**config.mk**
```make
export PLATFORM = sky130hd
export DESIGN_NAME = rwta_fifo
export DESIGN_NICKNAME = d
export VERILOG_FILES = /design/src/hw/rtl/rwta_pkg.sv /design/src/hw/rtl/rwta_fifo.sv
export SDC_FILE = /design/constraint.sdc
export NUM_CORES = 1
export LEC_CHECK = 0
export ABC_AREA = 1
export BUFFER_PORTS_ARGS = -buffer_cell sky130_fd_sc_hd__buf_4
export CORE_ASPECT_RATIO = 1.25
export CORE_MARGIN = 8
export CORE_UTILIZATION = 53
export CTS_BUF_LIST = sky130_fd_sc_hd__clkbuf_16
export DETAILED_ROUTE_END_ITERATION = 10
export GPL_TIMING_DRIVEN = 0
export PLACE_DENSITY = 0.78
export REMOVE_ABC_BUFFERS = 1
export SLEW_MARGIN = 20
export SYNTH_ARGS = -nofsm -noshare
export SYNTH_HDL_FRONTEND = slang
export SYNTH_SLANG_ARGS = --single-unit
```
**constraint.sdc**
```tcl
create_clock -name clk -period 3.4 [get_ports clk]
set_clock_uncertainty 0.1 [all_clocks]
set_input_delay 0.17 -clock clk [delete_from_list [all_inputs] [get_ports clk]]
set_output_delay 0.17 -clock clk [all_outputs]
set_load 0.05 [all_outputs]
```
**src/hw/rtl/rwta_pkg.sv**
```systemverilog
package rwta_pkg;

	localparam logic [1:0] TEX_EAST  = 2'd0;
	localparam logic [1:0] TEX_WEST  = 2'd1;
	localparam logic [1:0] TEX_SOUTH = 2'd2;
	localparam logic [1:0] TEX_NORTH = 2'd3;

	localparam logic [1:0] REG_POS_X  = 2'd0;
	localparam logic [1:0] REG_POS_Y  = 2'd1;
	localparam logic [1:0] REG_TEX_W  = 2'd2;
	localparam logic [1:0] REG_TEX_H  = 2'd3;

	localparam int TEX_MAX = 1024;

	// classified request handed from front to back through the queue
	typedef struct packed {
		logic [1:0]  choice;
		logic        mirror;
		logic [27:0] frac;
		logic        row_zero;
		logic        neg;
		logic [29:0] mag;
		logic [15:0] lh;
		logic [11:0] scol;
		logic [11:0] srow;
	} rwta_item_t;

	function automatic logic [10:0] eff_size(input logic [10:0] v);
		logic [10:0] r;
		begin
			r = v;
			if (v == 11'd0)
				r = 11'd1;
			else if (v > 11'(TEX_MAX))
				r = 11'(TEX_MAX);
			return r;
		end
	endfunction

endpackage

```
**src/hw/rtl/rwta_fifo.sv**
```systemverilog
module rwta_fifo
	import rwta_pkg::*;
#(
	parameter int DEPTH = 4
) (
	input  logic       clk,
	input  logic       arst_n,
	input  logic       push,
	input  rwta_item_t wdata,
	output logic       full,
	input  logic       pop,
	output logic       not_empty,
	output rwta_item_t rdata
);

	localparam int AW = $clog2(DEPTH);

	rwta_item_t        mem_q [DEPTH];
	logic [AW-1:0]     wp_q, rp_q;
	logic [AW:0]       cnt_q;

	assign full = (cnt_q == (AW+1)'(DEPTH));
	assign not_empty = (cnt_q != '0);
	assign rdata = mem_q[rp_q];

	// pointers and fill count
	always_ff @(posedge clk or negedge arst_n) begin
		if (!arst_n) begin
			wp_q  <= '0;
			rp_q  <= '0;
			cnt_q <= '0;
		end else begin
			if (push)
				wp_q <= (wp_q == AW'(DEPTH - 1)) ? '0 : wp_q + 1'b1;
			if (pop)
				rp_q <= (rp_q == AW'(DEPTH - 1)) ? '0 : rp_q + 1'b1;
			cnt_q <= cnt_q + (AW+1)'(push) - (AW+1)'(pop);
		end
	end

	always_ff @(posedge clk) begin
		if (push)
			mem_q[wp_q] <= wdata;
	end

	assert property (@(posedge clk) disable iff (!arst_n) full |-> !push)
		else $error("push into full queue");
	assert property (@(posedge clk) disable iff (!arst_n) !not_empty |-> !pop)
		else $error("pop from empty queue");
	assert property (@(posedge clk) disable iff (!arst_n)
		(push && !pop) |=> cnt_q == $past(cnt_q) + 1'b1)
		else $error("fill count slip");

endmodule

```
After elaboration in Yosys (flattened, before gate mapping):

Memory sizes are Yosys's and may differ from the RTL's.
Index checks and enable logic that the tools add are counted.

* equality and inequality tests: 3
* divide/modulo/power cells: 0
* bitwise operators: 0
* magnitude comparators: 0
* $add $sub $neg: 4
* reduce and logical (&&, ||, !) cells: 1
* multiply operators: 0
* mux-type cells: 4
* shift operators: 0

Operator list (count)
* $add A2 B1 Y2 const B: 2
* $eq A2 B2 Y1 const B: 2
* $mux W2: 2
* $add A3 B1 Y3: 1
* $eq A3 B3 Y1 const B: 1
* $reduce_bool A3 Y1: 1
* $sub A3 B1 Y3: 1
* $mux W1: 2

* memory bits (writable): 412
* latch bits: 0
* logic and storage cells: 16
* memories: 1
* output and inout port bits: 105
* input port bits: 107
* memory bits (read-only): 0
* flip-flop bits (word level): 7

Memories
* mem_q: depth 4, width 103, rd ports 1, clocked after memory_dff 0, wr ports 1, RTL line rwta_fifo.sv:18 `rwta_item_t mem_q [DEPTH];`

Logic depth before layout (Yosys ltp):

* word-level depth: 2
* mapped depth: 7
* gate-level depth less buffers: 7

Worst setup path before layout:

Ideal clock, no wire load.

* path type: flip-flop to flip-flop
* from: register wp_q[0]
* to: memory mem_q[2][0] in the netlist's numbering (enable)
* setup slack: 0.195 ns
* stages on the path, launching flop included: 5
* data required time: 2.844 ns
* data arrival time: 2.649 ns
* path buffers: 0
* clock period less this slack: 3.205 ns
* library setup time: 0.456 ns
* path through: dfrtp_1 -> inv_1 -> ha_1 -> nand2_1 -> inv_1

RTL lines
* start: declaration: RTL line rwta_fifo.sv:19 `logic [AW-1:0] wp_q, rp_q;`
* start signal: assignment: RTL line rwta_fifo.sv:34 `wp_q <= (wp_q == AW'(DEPTH - 1)) ? '0 : wp_q + 1'b1;`
* end: declaration: RTL line rwta_fifo.sv:18

Straight into the memory's write port.

==> metrics.md <==
| Metric | Value |
|---|---|
| Status | `complete, no violations` |
| Initial antenna violation count | `1` |
| Layout cells sized above 1 | `14.20%` |
| WP data arrival | `2.94 ns` |
| PwrDens | `903.5 nW/µm²` |
| Most used cell along the critical path | `buf_16` |
| DR iter-0 viols | `768` |
| Later-pin clock latency in the skew report | `0.53 ns` |
| Psw | `0.008506 W` |
| Clk sinks | `419` |
| CP max stage cell | `dfrtp_4` |
| Final setup viols | `0` |
| Vert. Die Dim | `220.3 µm` |
| Area growth syn-to-layout | `25.18%` |
| Sequential power share | `34.6%` |
| Most common cell after layout, fill and taps aside | `nand2_1` |
| Leakage power total | `10.24 nW` |
| Adder-Cell Fraction of Synth Area | `0.6080%` |
| Critical path type | `register to output pin` |
| Placed Cells | `2241` |
| FMAX | `311.4 MHz` |
| Logic gate share of total power | `43.6%` |
| Vias/cell | `4.992` |
| Total gr overflow | `0` |
| Maximum vdd drop | `0.8030 mV` |
| WP data required | `3.13 ns` |
| Nets | `2083` |
| Vias in the first global route | `12610` |
| Mapped cell area | `17700 µm²` |
| Ports | `212` |
| Longest Clk Path Bufs | `3` |
| Delay of the slowest critical-path stage | `0.64 ns` |
| Synth Area in Compound Gates | `0.1131%` |
| Int Pwr | `0.01151 W` |
| HP Class | `input pin to register` |
| CTS buffer count | `41` |
| CP Capture Type | `output pin` |
| Sw Share | `42.50%` |
| Chip width | `179.4 µm` |
| Final Critical Period | `3.211 ns` |
| H-tree levels | `2` |
| Worst path cell trace | `buf_12, buf_16, inv_6, buf_16, nand3_1, nand2_1, buf_4` |
| Flip-flop and latch area | `12550 µm²` |
| Seq cells post-synth | `419` |
| Starting Density | `53.27%` |
| Synthesized instance count | `1664` |
| Post-Layout Cell Count | `2425` |
| Multi-input gate area | `3171 µm²` |
| PortBufs | `211` |
| Final core utilization | `66.69%` |
| CP Max Fanout | `55` |
| Largest family of logic cells by synthesized area | `simple AND/OR/NAND/NOR gates` |
| FP Rows | `75` |
| FILL cells | `2295` |
| Aggregate global-route resource usage | `20.04%` |
| TritonCTS clock tree | `built` |
| Most frequent cells in the layout | `nand2_1 (528), inv_1 (428), edfxtp_1 (412)` |
| WL final | `40170 µm` |
| CTS root buf | `clkbuf_16` |
| Largest net degree at the start of global routing | `157` |
| Unrepaired setup endpoints after global routing | `false` |
| CP Launch Type | `register` |
| # DRC | `0` |
| Max transition margin | `56.14%` |
| Hpwl dp | `22340 µm` |
| Period Utilization, post-route | `94.44%` |
| XOR/XNOR share of the synthesized area | `0%` |
| Post-CTS Setup Inserts | `0` |
| Clock share of power | `21.8%` |
| Max-Cap Viols | `0` |
| Pre-Repair DR Iteration Count | `5` |
| Post-Syn Area per Cell | `10.64 µm²` |
| Synth unique cells | `18` |
| Full die area | `39530 µm²` |
| Buf/Inv on CP | `5` |
| Clk slew on worst S/H paths | `0.07 ns` |
| Mux cell area share after synthesis | `0%` |
| Core Area | `33220 µm²` |
| Fin. max-slew vios | `0` |
| Worst slew pin tran | `0.6579 ns` |
| Top delay family on crit path | `buffers and inverters` |
| Detail Route Antenna Nets | `0` |
| Avg WL per Cell | `16.56 µm` |
| Routed vias | `12110` |
| Simple-gate share of the synthesized area | `17.19%` |
| First-pass GRT wire length | `62960 µm` |
| Sequential share of the synthesized area | `70.90%` |
| Synth Warn # | `0` |
| Hold Violations, Final | `0` |
| Gpl congestion | `0.6932` |
[through the flow]
stage | instance area [µm²] | TNS [ns] | hold slack, ns | total power (W) | setup WS (ns)
2_1_floorplan | 17320 | -295.46 | -0.2256 | 0.01281 | -2.836
3_3_place_gp | 19430 | -1371.10 | -0.1133 | 0.01519 | -7.278
3_5_place_dp | 19780 | 0 | -0.1084 | 0.01566 | 0.7268
4_1_cts | 22150 | 0 | 0.2462 | 0.02011 | 0.1391
5_1_grt | 22150 | 0 | 0.2641 | 0.02093 | 0.02881
6_report | 22150 | 0 | 0.2742 | 0.02001 | 0.1889
[cells in the mapped netlist]
cell	n	area, µm²
inv_2	1	3.750
buf_2	41	205.2
buf_4	18	135.1
nand3_1	208	1041
fa_1	1	20.02
buf_6	1	11.26
nand3b_1	1	7.510
ha_1	7	87.58
nor2_1	2	7.510
nor3_1	1	5.000
o21ai_0	3	15.01
dfrtp_1	7	175.2
o21ai_1	1	5.000
inv_1	423	1588
edfxtp_1	412	12370
inv_4	1	6.260
nand2_1	528	1982
clkbuf_1	8	30.03
[final cells by class]
cell class	count	share of cell area, %
multi-input combinational	752	14.31
sequential	419	56.67
tap	423	2.389
timing repair buffer	329	13.32
clock inverter	32	1.011
clock buffer	43	4.857
antenna	2	0.02259
inverter	425	7.416
[cells by family (layout without fill, tap and decap cells)]
| kind of cell | count (synthesis) | in the layout |
|---|---|---|
| buffers and inverters | 493 | 829 |
| other | 0 | 2 |
| adder cells (fa/ha/maj) | 8 | 8 |
| flip-flops | 419 | 419 |
| AO/OA/AOI/OAI | 4 | 4 |
| AND/OR/NAND/NOR | 740 | 740 |
[routing by layer]
metal,wire length (µm),GRT usage (%),share of wire (%),up-vias
li1,-,-,-,5804
met1,14840,21.52,37,5754
met2,21470,37.44,53,444
met3,2300,3.959,5.7,103
met4,1559,9.961,3.9,0
met5,0,0,0,-
[registers in the layout (all words and copies together) (netlist names)]
name / flops
mem_q: 412
cnt_q: 3
wp_q: 2
rp_q: 2
[path summary, 6_finish.rpt]
path                            startpoint            to  slack, ns  depth (start not counted)
worst max-delay path               rp_q[1]     rdata[94]       0.19                          7
worst min-delay path             wdata[50]  mem_q[3][50]       0.27                          2
worst max register to register     rp_q[1]       rp_q[1]       1.11                          5
worst min register to register    cnt_q[2]      cnt_q[2]       0.50                          3
max in group asynchronous           arst_n       rp_q[0]       2.43                          3
min in group asynchronous           arst_n      cnt_q[0]       0.49                          3
[power groups by stage]
stage / Clock, W / Combinational, W / Sequential (W)
after floorplan: 0 / 0.00558 / 0.00723
after global placement: 0 / 0.00767 / 0.00752
after detailed placement: 0 / 0.00862 / 0.00703
after CTS: 0.00441 / 0.00877 / 0.00693
after global routing: 0.00460 / 0.00933 / 0.00700
final: 0.00435 / 0.00873 / 0.00693
[what timing repair did]
action                    4_1_cts  5_1_grt
hold endpoints to repair      424        0
hold buffers                  107        0
resized for setup               0        0
Power figures use the tool's default switching activity.
