--- config.mk ---
export PLATFORM = sky130hd
export DESIGN_NAME = rwta_front
export DESIGN_NICKNAME = d
export VERILOG_FILES = /design/src/hw/rtl/rwta_pkg.sv /design/src/hw/rtl/rwta_front.sv
export SDC_FILE = /design/constraint.sdc
export NUM_CORES = 1
export LEC_CHECK = 0
export BUFFER_PORTS_ARGS = -buffer_cell sky130_fd_sc_hd__buf_2
export CAP_MARGIN = 10
export CORE_MARGIN = 5
export CORE_UTILIZATION = 35
export CTS_CLUSTER_SIZE = 10
export DETAILED_ROUTE_END_ITERATION = 8
export GPL_ROUTABILITY_DRIVEN = 0
export PLACE_DENSITY_LB_ADDON = 0.12
export SLEW_MARGIN = 20
export SYNTH_ARGS = -nofsm -noshare
export SYNTH_HDL_FRONTEND = slang
export SYNTH_SLANG_ARGS = --single-unit
--- constraint.sdc ---
create_clock -name clk -period 5.6 [get_ports clk]
set_input_delay 1.4 -clock clk [delete_from_list [all_inputs] [get_ports clk]]
set_output_delay 1.4 -clock clk [all_outputs]
set_load 0.01 [all_outputs]
--- src/hw/rtl/rwta_pkg.sv ---
package rwta_pkg;

	localparam logic [1:0] TEX_EAST  = 2'd0;
	localparam logic [1:0] TEX_WEST  = 2'd1;
	localparam logic [1:0] TEX_SOUTH = 2'd2;
	localparam logic [1:0] TEX_NORTH = 2'd3;

	localparam logic [1:0] REG_POS_X  = 2'd0;
	localparam logic [1:0] REG_POS_Y  = 2'd1;
	localparam logic [1:0] REG_TEX_W  = 2'd2;
	localparam logic [1:0] REG_TEX_H  = 2'd3;

	localparam int TEX_MAX = 1024;

	// classified request handed from front to back through the queue
	typedef struct packed {
		logic [1:0]  choice;
		logic        mirror;
		logic [27:0] frac;
		logic        row_zero;
		logic        neg;
		logic [29:0] mag;
		logic [15:0] lh;
		logic [11:0] scol;
		logic [11:0] srow;
	} rwta_item_t;

	function automatic logic [10:0] eff_size(input logic [10:0] v);
		logic [10:0] r;
		begin
			r = v;
			if (v == 11'd0)
				r = 11'd1;
			else if (v > 11'(TEX_MAX))
				r = 11'(TEX_MAX);
			return r;
		end
	endfunction

endpackage

--- src/hw/rtl/rwta_front.sv ---
module rwta_front
	import rwta_pkg::*;
#(
	parameter int SCREEN_HEIGHT = 1024
) (
	input  logic               clk,
	input  logic               arst_n,
	input  logic               in_valid,
	output logic               in_stall,
	input  logic               hit_side,
	input  logic signed [15:0] dir_x,
	input  logic signed [15:0] dir_y,
	input  logic [23:0]        wall_distance,
	input  logic [15:0]        line_height,
	input  logic [11:0]        row,
	input  logic [11:0]        column,
	input  logic [23:0]        pos_x_q,
	input  logic [23:0]        pos_y_q,
	input  logic               q_full,
	output logic               q_push,
	output rwta_item_t         q_data
);

	logic              v_s1;
	logic [1:0]        choice_s1;
	logic              mirror_s1;
	logic [27:0]       pos_s1;
	logic signed [39:0] prod_s1;
	logic              lhz_s1;
	logic signed [30:0] d_s1;
	logic [15:0]       lh_s1;
	logic [11:0]       scol_s1, srow_s1;
	logic              adv;
	logic [1:0]        choice;
	logic              mirror;
	logic [23:0]       pos;
	logic signed [15:0] dir;
	logic signed [30:0] d;
	logic [27:0]       frac;

	assign adv = !v_s1 || !q_full;
	assign in_stall = !adv;

	// classify texture and select axis
	always_comb begin
		if (!hit_side && dir_x > 0)
			choice = TEX_EAST;
		else if (!hit_side && dir_x < 0)
			choice = TEX_WEST;
		else if (hit_side && dir_y > 0)
			choice = TEX_SOUTH;
		else
			choice = TEX_NORTH;
		mirror = (!hit_side && dir_x > 0) || (hit_side && dir_y < 0);
		pos = hit_side ? pos_x_q : pos_y_q;
		dir = hit_side ? dir_x : dir_y;
		d = 31'(signed'({1'b0, row}) * 256) - 31'(SCREEN_HEIGHT * 128)
			+ 31'(signed'({1'b0, line_height}) * 128);
	end

	// stage 1: multiply distance by direction
	always_ff @(posedge clk or negedge arst_n) begin
		if (!arst_n)
			v_s1 <= 1'b0;
		else if (adv)
			v_s1 <= in_valid;
	end

	always_ff @(posedge clk) begin
		if (adv && in_valid) begin
			choice_s1 <= choice;
			mirror_s1 <= mirror;
			pos_s1    <= {pos[13:0], 14'd0};
			prod_s1   <= signed'({1'b0, wall_distance}) * dir;
			lhz_s1    <= (line_height == 16'd0);
			d_s1      <= d;
			lh_s1     <= line_height;
			scol_s1   <= column;
			srow_s1   <= row;
		end
	end

	// hit fraction and sign split of row numerator
	assign frac = pos_s1 + prod_s1[27:0];
	assign q_push = v_s1 && !q_full;
	always_comb begin
		q_data.choice   = choice_s1;
		q_data.mirror   = mirror_s1;
		q_data.frac     = frac;
		q_data.row_zero = lhz_s1;
		q_data.neg      = d_s1[30];
		q_data.mag      = d_s1[30] ? 30'(-d_s1) : d_s1[29:0];
		q_data.lh       = lh_s1;
		q_data.scol     = scol_s1;
		q_data.srow     = srow_s1;
	end

endmodule

---- Word level (Yosys, flattened, before mapping) ----
Index checks and enable logic that the tools add are counted.
storage, ports and cells
  output and inout port bits .............. 105
  bits in latches ......................... 0
  RAM bits ................................ 0
  bits of input ports ..................... 149
  flip-flop bits (word level) ............. 112
  ROM bits ................................ 0
  memories kept ........................... 0
cells by class
  reductions and logical operators ........ 14
  equal/unequal tests ..................... 0
  bitwise gates (word level) .............. 0
  magnitude comparators ................... 4
  muxes and demuxes ....................... 5
  shift-type cells ........................ 0
  $mul .................................... 1
  div/mod/pow operators ................... 0
  add/sub/neg operators ................... 4
operators with widths
  kind                                                 number
  > comparator 16 x 1 -> 1 bit, second input constant  2
  < comparator 16 x 1 -> 1 bit, second input constant  2
  2-to-1 mux 30 bit                                    1
  negator 25 -> 30 bit                                 1
  adder 28 bit                                         1
  multiplier 25 x 16 -> 28 bit                         1
  adder 21 x 24 -> 25 bit                              1
  subtractor 20 x 18 -> 21 bit, second input constant  1
  logical NOT 16 bit                                   1
  2-to-1 mux 16 bit                                    1
  2-to-1 mux 14 bit                                    1
  logical AND 1 bit                                    6
  logical NOT 1 bit                                    4
  logical OR 1 bit                                     2
  2-to-1 mux 1 bit                                     2
  OR reduction 2 bit                                   1

---- Depth between registers and ports, before layout ----
Gate-level depths: netlist of the first run.
  word-level depth ........................ 4
  mapped depth ............................ 25
  depth with buffers taken out ............ 22

---- Worst setup path after synthesis of the first run ----
Ideal clock, no wire load.
  kind .................................... input -> register
  from .................................... in hit_side
  to ...................................... reg prod_s1[23], data pin
  setup slack ............................. -1.666 ns
  required time ........................... 5.341 ns
  data arrival time ....................... 7.007 ns
  cell stages on the path ................. 22
  cell sequence ........................... buf_6 > buf_8 > mux2_2 > clkbuf_1 > nand2_1 > fa_1 > fa_1 > fa_1 > fa_1 > inv_1 > fa_1 > inv_1 > fa_1 > inv_1 > ha_1 > a21oi_1 > o21ai_0 > a221oi_1 > nor3b_2 > a31o_2 > a21oi_1 > xnor2_1
between the ends
  word-level cells in the longest chain between the ends .. 2
ends and longest elaborated chain
  what                          RTL line          text
  start, declared               rwta_front.sv:10  input logic hit_side,
  2-to-1 mux 16 bit             rwta_front.sv:56  dir = hit_side ? dir_x : dir_y;
  multiplier 25 x 16 -> 28 bit  rwta_front.sv:74  prod_s1 <= signed'({1'b0, wall_distance}) * dir;
  end signal, assigned          rwta_front.sv:74
  end, declared                 rwta_front.sv:28  logic signed [39:0] prod_s1;
No other way between the ends.
A chain may end at the register's enable or synchronous reset.

---- Final worst setup path of the first run ----
Same ends and word-level chain as after synthesis.

==> flow_summary.toml, run 1 <==
[logic_synthesis]
synth_cell_types = 61
seq_area_frac_synth_pct = 20.15
ys_seq_elements = 104
synth.yosys.warnings = 0
syn_area_sq_um = 15470
netlist_instances = 1604
synth-edff-count = 103
synth-async-reset-ratio_pct = 0.9615
synth_flop_cell = "edfxtp_1"
avgSynthCellArea_sq_um = 9.645

[detailed_routing]
antenna_left = 0
vias = 11830
firstDrtPassIters = 5
drt_iter0_drc = 536
wl_mm = 44.20
wl_per_cell_microns = 17.23
via_per_inst = 4.611
drc_errors = 0

[clock_network]
clock_latency_ps = 380
htreeDepth = 3
holdBufCountCts = 0
clock-root-buffer = "clkbuf_16"
cts_tree = "built"
cts_made_buffers = 9
cts_sinks = 104
clockBufferDepth = 2
clk_pin_slew_ps = 70

[sta]
fmax_mhz = 149.4
fin_crit_ps = 6695
worst_pin_slew_ps = 867.7
hold-worst-slack_ps = 727.1
finClkSkew_ps = 7.082
layout_setup_ws_ps = -1095
setup_tns_ps = -16540
finalHoldViolCount = 0
slew_viol_final = 0
slew_headroom_pct = 41.71
setup_violations = 20
post-route-period-util_pct = 119.6
rsz0062_at_grt = "true"

[global_routing]
grt_max_degree = 34
grt_usage_pct = 18.45
antenna_found_initial = 0
grt_overflow = 0
grt_pass1_vias = 12700
grt_pass1_wl_mm = 69.28

[finish]
antennaDiodeCount = 0
drive_gt1_share_pct = 31.83
fill_cells = 4386
nNetsFinal = 2478
final_cells = 2565
layout_common_cells = "inv_1 (319), fa_1 (225), buf_2 (220)"
final_common_cell = "inv_1"
syn_to_final_growth_pct = 28.77
fin_area_sq_um = 19920

[critical_path]
r2r_end = "lh_s1[1]"
timing.rr.start = "v_s1"
critical_path_required_ps = 5740
cp-start-kind = "input port"
cp-startpoint = "hit_side"
r2r_cells = 3
critical_path_peak_fanout = 5
reg2reg_slack_ps = 3610
worst-setup-path-type = "input port to flop"
cp-endpoint = "prod_s1[23]"
end_kind = "flop"
crit_arrival_ps = 6830

[placed_design]
place_area_sq_um = 18690
dp.cells = 2509
port-buffer-count = 221
hpwl_mm = 35.82

[floorplanning]
coreArea_sq_um = 43930
die_width_microns = 220.2
dieArea_sq_um = 48510
io_pins = 254
fp.dieH_microns = 220.2
rows = 77
start_util_pct = 35.22

[job]
cap_violations = 0

[worst_hold_path]
hp-class = "flop to flop"

[status]
violations = "negative setup slack"
status = "finished, violations left"
## logic make-up (layout without fill, tap and decap cells)
kind of cell               Yosys count  count (layout)  share of synthesized area (%)
AOI/OAI and AO/OA                  129             129                          5.451
buffers and inverters              426             777                          11.23
and+or+nand+nor                    469             469                          14.90
adders and majority gates          361             361                          41.13
muxes                               30              37                          2.313
xor gates and xnor gates            84              84                          4.804
other                                1              12                        0.02424
DFF                                104             104                          20.15
## worst min path at each step
stage	from	depth (start not counted)	end	slack [ps]
2_1_floorplan	v_s1	2	v_s1	670
3_3_place_gp	v_s1	2	v_s1	730
3_5_place_dp	v_s1	2	v_s1	730
4_1_cts	arst_n	1	v_s1	740
5_1_grt	arst_n	1	v_s1	750
6_report	v_s1	2	v_s1	730
## state kept, by name, summed over array words and instances, names as in the netlist
signal,cells
choice_s1,2
mirror_s1,1
v_s1,1
srow_s1,12
prod_s1,28
lhz_s1,1
scol_s1,12
pos_s1,14
d_s1,17
lh_s1,16
## metal layers
metal | wire [microns] | track usage (%) | vias to the layer above
met5 | 0 | 0 | -
met4 | 728 | 3.932 | 0
met3 | 2396 | 3.297 | 33
met2 | 20790 | 31.07 | 295
met1 | 20290 | 25.10 | 5838
li1 | - | - | 5661
## worst max-delay path: stages
cell,delay [ps]
buf_12,120
buf_8,130
mux2_4,330
buf_6,130
and2_4,150
fa_1,470
inv_1,50
fa_1,500
fa_1,430
fa_1,490
inv_1,50
fa_1,470
inv_1,50
fa_1,490
inv_2,50
ha_4,260
a21oi_4,200
o21ai_4,100
a221oi_4,310
nor3b_4,80
buf_6,140
a31o_4,230
a21oi_2,140
xnor2_1,70
## timing repair
action,CTS,global route
setup buffers,28,12
cloned,6,2
gates resized for setup,97,62
pin swaps,51,67
endpoints found under the setup margin,20,21
## cell usage after synthesis, types with 2 or more instances
master	number	area share, %
a21o_1	14	0.68
o22ai_1	2	0.081
buf_1	3	0.073
or3_1	3	0.12
nor2_1	43	1.0
nand3_1	8	0.26
mux2_2	23	1.7
nor4_1	16	0.65
and2_1	110	4.4
edfxtp_1	103	20
a211oi_1	5	0.24
clkbuf_1	45	1.1
nand4_1	3	0.12
o211ai_1	2	0.097
nand2b_1	10	0.40
nand2_1	208	5.0
o311ai_0	2	0.11
a2111oi_0	3	0.17
fa_1	246	32
a31oi_1	4	0.16
nor3_1	14	0.45
mux2_4	5	0.49
a221oi_1	2	0.11
nor2b_1	33	1.3
o21ai_0	24	0.78
xnor2_1	71	4.0
o21a_1	9	0.44
o41ai_1	3	0.17
a21oi_1	34	1.1
a21boi_0	4	0.19
xor2_1	12	0.68
o31ai_1	7	0.34
o21bai_1	6	0.29
and3_1	4	0.16
or2_2	8	0.32
buf_4	31	1.5
ha_1	115	9.3
inv_1	343	8.3
and4_1	3	0.17
buf_2	2	0.065
## stage by stage
step           util (%)  setup WS (ps)
3_3_place_gp      42.54          -1680
6_report          45.35          -1095
2_1_floorplan         -          -1307
5_1_grt           45.35          -1221
4_1_cts           44.78          -1063
3_5_place_dp      42.54          -1703
## cell type report
cell class                      count  area (sq um)  area share, %
Timing Repair Buffer              418          2855          14.33
Clock inverter                      6         68.82         0.3454
Clock buffer                       10         229.0          1.149
Inverter                          343          1287          6.463
Multi-Input combinational cell   1092         11620          58.34
Tap cell                          592         740.7          3.718
Sequential cell                   104          3118          15.65
Power of run 1 is left out: the tool's default activity adds up to more than one toggle a clock period on the data nets, which glitch-free logic cannot reach.
==> inputs of run 2 (changes only) <==
--- a/config.mk
+++ b/config.mk
@@ -8,7 +8,7 @@
 export BUFFER_PORTS_ARGS = -buffer_cell sky130_fd_sc_hd__buf_2
 export CAP_MARGIN = 10
 export CORE_MARGIN = 5
-export CORE_UTILIZATION = 35
+export CORE_UTILIZATION = 51
 export CTS_CLUSTER_SIZE = 10
 export DETAILED_ROUTE_END_ITERATION = 8
 export GPL_ROUTABILITY_DRIVEN = 0
==> run 2 against run 1 <==
Net effect: the flow still finishes with violations (negative setup slack); sequential share of layout area up 0.51 points; core utilization rose by 19 points; final cell count fell by 9.0%; critical path depth shrank 1; first-iteration DRC count up 5.8%; non-clock buffer count is 26 lower; critical endpoint is now prod_s1[21]; largest cell class unchanged.
==> flow_summary.toml, run 2 (synthesis gave the netlist of run 1 again) <==
[global_routing]
grt_usage_pct = 23.69
grtUsageMet2_pct = 39.05
grt.busiest_layer = "met2"
grt_pass1_wl_mm = 63.60
met1_usage_pct = 32.47
grt_pass1_vias = 12480
antenna_found_initial = 0
use_met3_pct = 3.888
grt_max_degree = 55
grt_overflow = 0

[finish]
nNetsFinal = 2450
antennaDiodeCount = 0
syn_to_final_growth_pct = 24.72
largest_reg_flops = 28
fin_area_sq_um = 19300
reg_top3 = "prod_s1: 28 flops, d_s1: 17 flops, lh_s1: 16 flops"
final_common_cell = "inv_1"
layout_common_cells = "inv_1 (331), fa_1 (234), buf_2 (220)"
final_cells = 2334
drive_gt1_share_pct = 28.96
largest_register = "prod_s1"

[job]
cap_violations = 0

[critical_path]
critical_path_peak_fanout = 7
r2r_end = "pos_s1[25]"
r2r_cells = 3
crit_arrival_ps = 6820
critical_path_required_ps = 5720
cp-start-kind = "input port"
reg2reg_slack_ps = 3560
end_kind = "flop"
worst-setup-path-type = "input port to flop"
timing.rr.start = "v_s1"

[detailed_routing]
wl_mm = 39.38
vias = 11790
drt_iter0_drc = 567
via_per_inst = 5.051
wl_per_cell_microns = 16.87
antenna_left = 0
drc_errors = 0
firstDrtPassIters = 5

[worst_hold_path]
hold_end = "v_s1"
holdPathStages = 2
worstHoldStart = "v_s1"
hp-class = "flop to flop"

[clock_network]
clk_pin_slew_ps = 70
holdBufCountCts = 0
cts_made_buffers = 9
clock_latency_ps = 370
clockBufferDepth = 2
cts_tree = "built"
htreeDepth = 3
cts_sinks = 104
clock-root-buffer = "clkbuf_16"

[placed_design]
port-buffer-count = 221
place_area_sq_um = 18400
dp.cells = 2302
hpwl_mm = 32.55

[floorplanning]
io_pins = 254
die_width_microns = 184.2
dieArea_sq_um = 33920
start_util_pct = 51.92
rows = 63
fp.dieH_microns = 184.2
coreArea_sq_um = 29800

[sta]
finClkSkew_ps = 8.302
finalHoldViolCount = 0
slew_viol_final = 0
rsz0062_at_grt = "true"
worst_pin_slew_ps = 926.9
slew_headroom_pct = 38.07
fin_crit_ps = 6696
layout_setup_ws_ps = -1096
post-route-period-util_pct = 119.6
fmax_mhz = 149.3
setup_tns_ps = -16870
setup_violations = 19

[status]
violations = "negative setup slack"
status = "finished, violations left"
-- run 2: changes by cell type in the layout (fill, tap and decap cells not counted), sizes merged --
cell    previous run  this run
mux2              35        33
inv              344       346
clkbuf            10         9
buf              418       392
clkinv             2         0
-- run 2: area by class of cell --
cell class	instances	area, sq um
Multi-Input combinational cell	1090	11500
Fill cell	2486	10500
Sequential cell	104	3118
Timing Repair Buffer	392	2599
Inverter	343	1287
Tap cell	390	488.0
Clock buffer	9	225.2
Clock inverter	6	73.82
-- run 2: critical path, stage by stage --
cell and delay (ps):
buf_12 110, buf_12 130, mux2_4 350, and2_4 180, fa_1 490, inv_1 60, fa_1 480, fa_1 590
inv_1 60, fa_1 450, fa_1 500, inv_1 50, fa_1 490, inv_2 50, ha_4 250, a21oi_4 130
inv_2 60, a221oi_4 330, nor3b_4 80, buf_6 140, a31o_4 230, nor2b_1 130, xnor2_1 70
-- run 2: routing by layer --
metal  vias to the layer above  part of all wire [%]
met2                       366                    47
met4                         0                   2.5
met1                      5778                    44
met3                        52                   6.4
met5                         -                     0
li1                       5592                     -
-- run 2: repair_timing --
action | CTS | global route
pin swaps | 32 | 39
gates cloned | 3 | 2
endpoints found under the setup margin | 21 | 21
resized for setup | 53 | 47
setup buffers | 5 | 10
-- run 2: per-stage QoR --
stage	util, %	hold slack, ps	worst slack [ps]
after CTS	63.78	690.4	-1045
final	64.76	686.1	-1096
after floorplan	-	668.1	-1307
after global placement	61.75	657.6	-1626
after detailed placement	61.75	666.7	-1697
after global routing	64.76	726.0	-1256
-- run 2: worst max-delay path by stage --
| stage | startpoint | to | depth (start not counted) |
|---|---|---|---|
| 6_report | hit_side | prod_s1[21] | 23 |
| 2_1_floorplan | hit_side | prod_s1[25] | 23 |
| 3_3_place_gp | hit_side | prod_s1[21] | 22 |
| 4_1_cts | hit_side | prod_s1[23] | 22 |
| 3_5_place_dp | hit_side | prod_s1[25] | 22 |
| 5_1_grt | hit_side | prod_s1[24] | 22 |
Power of run 2 is left out for the same reason.
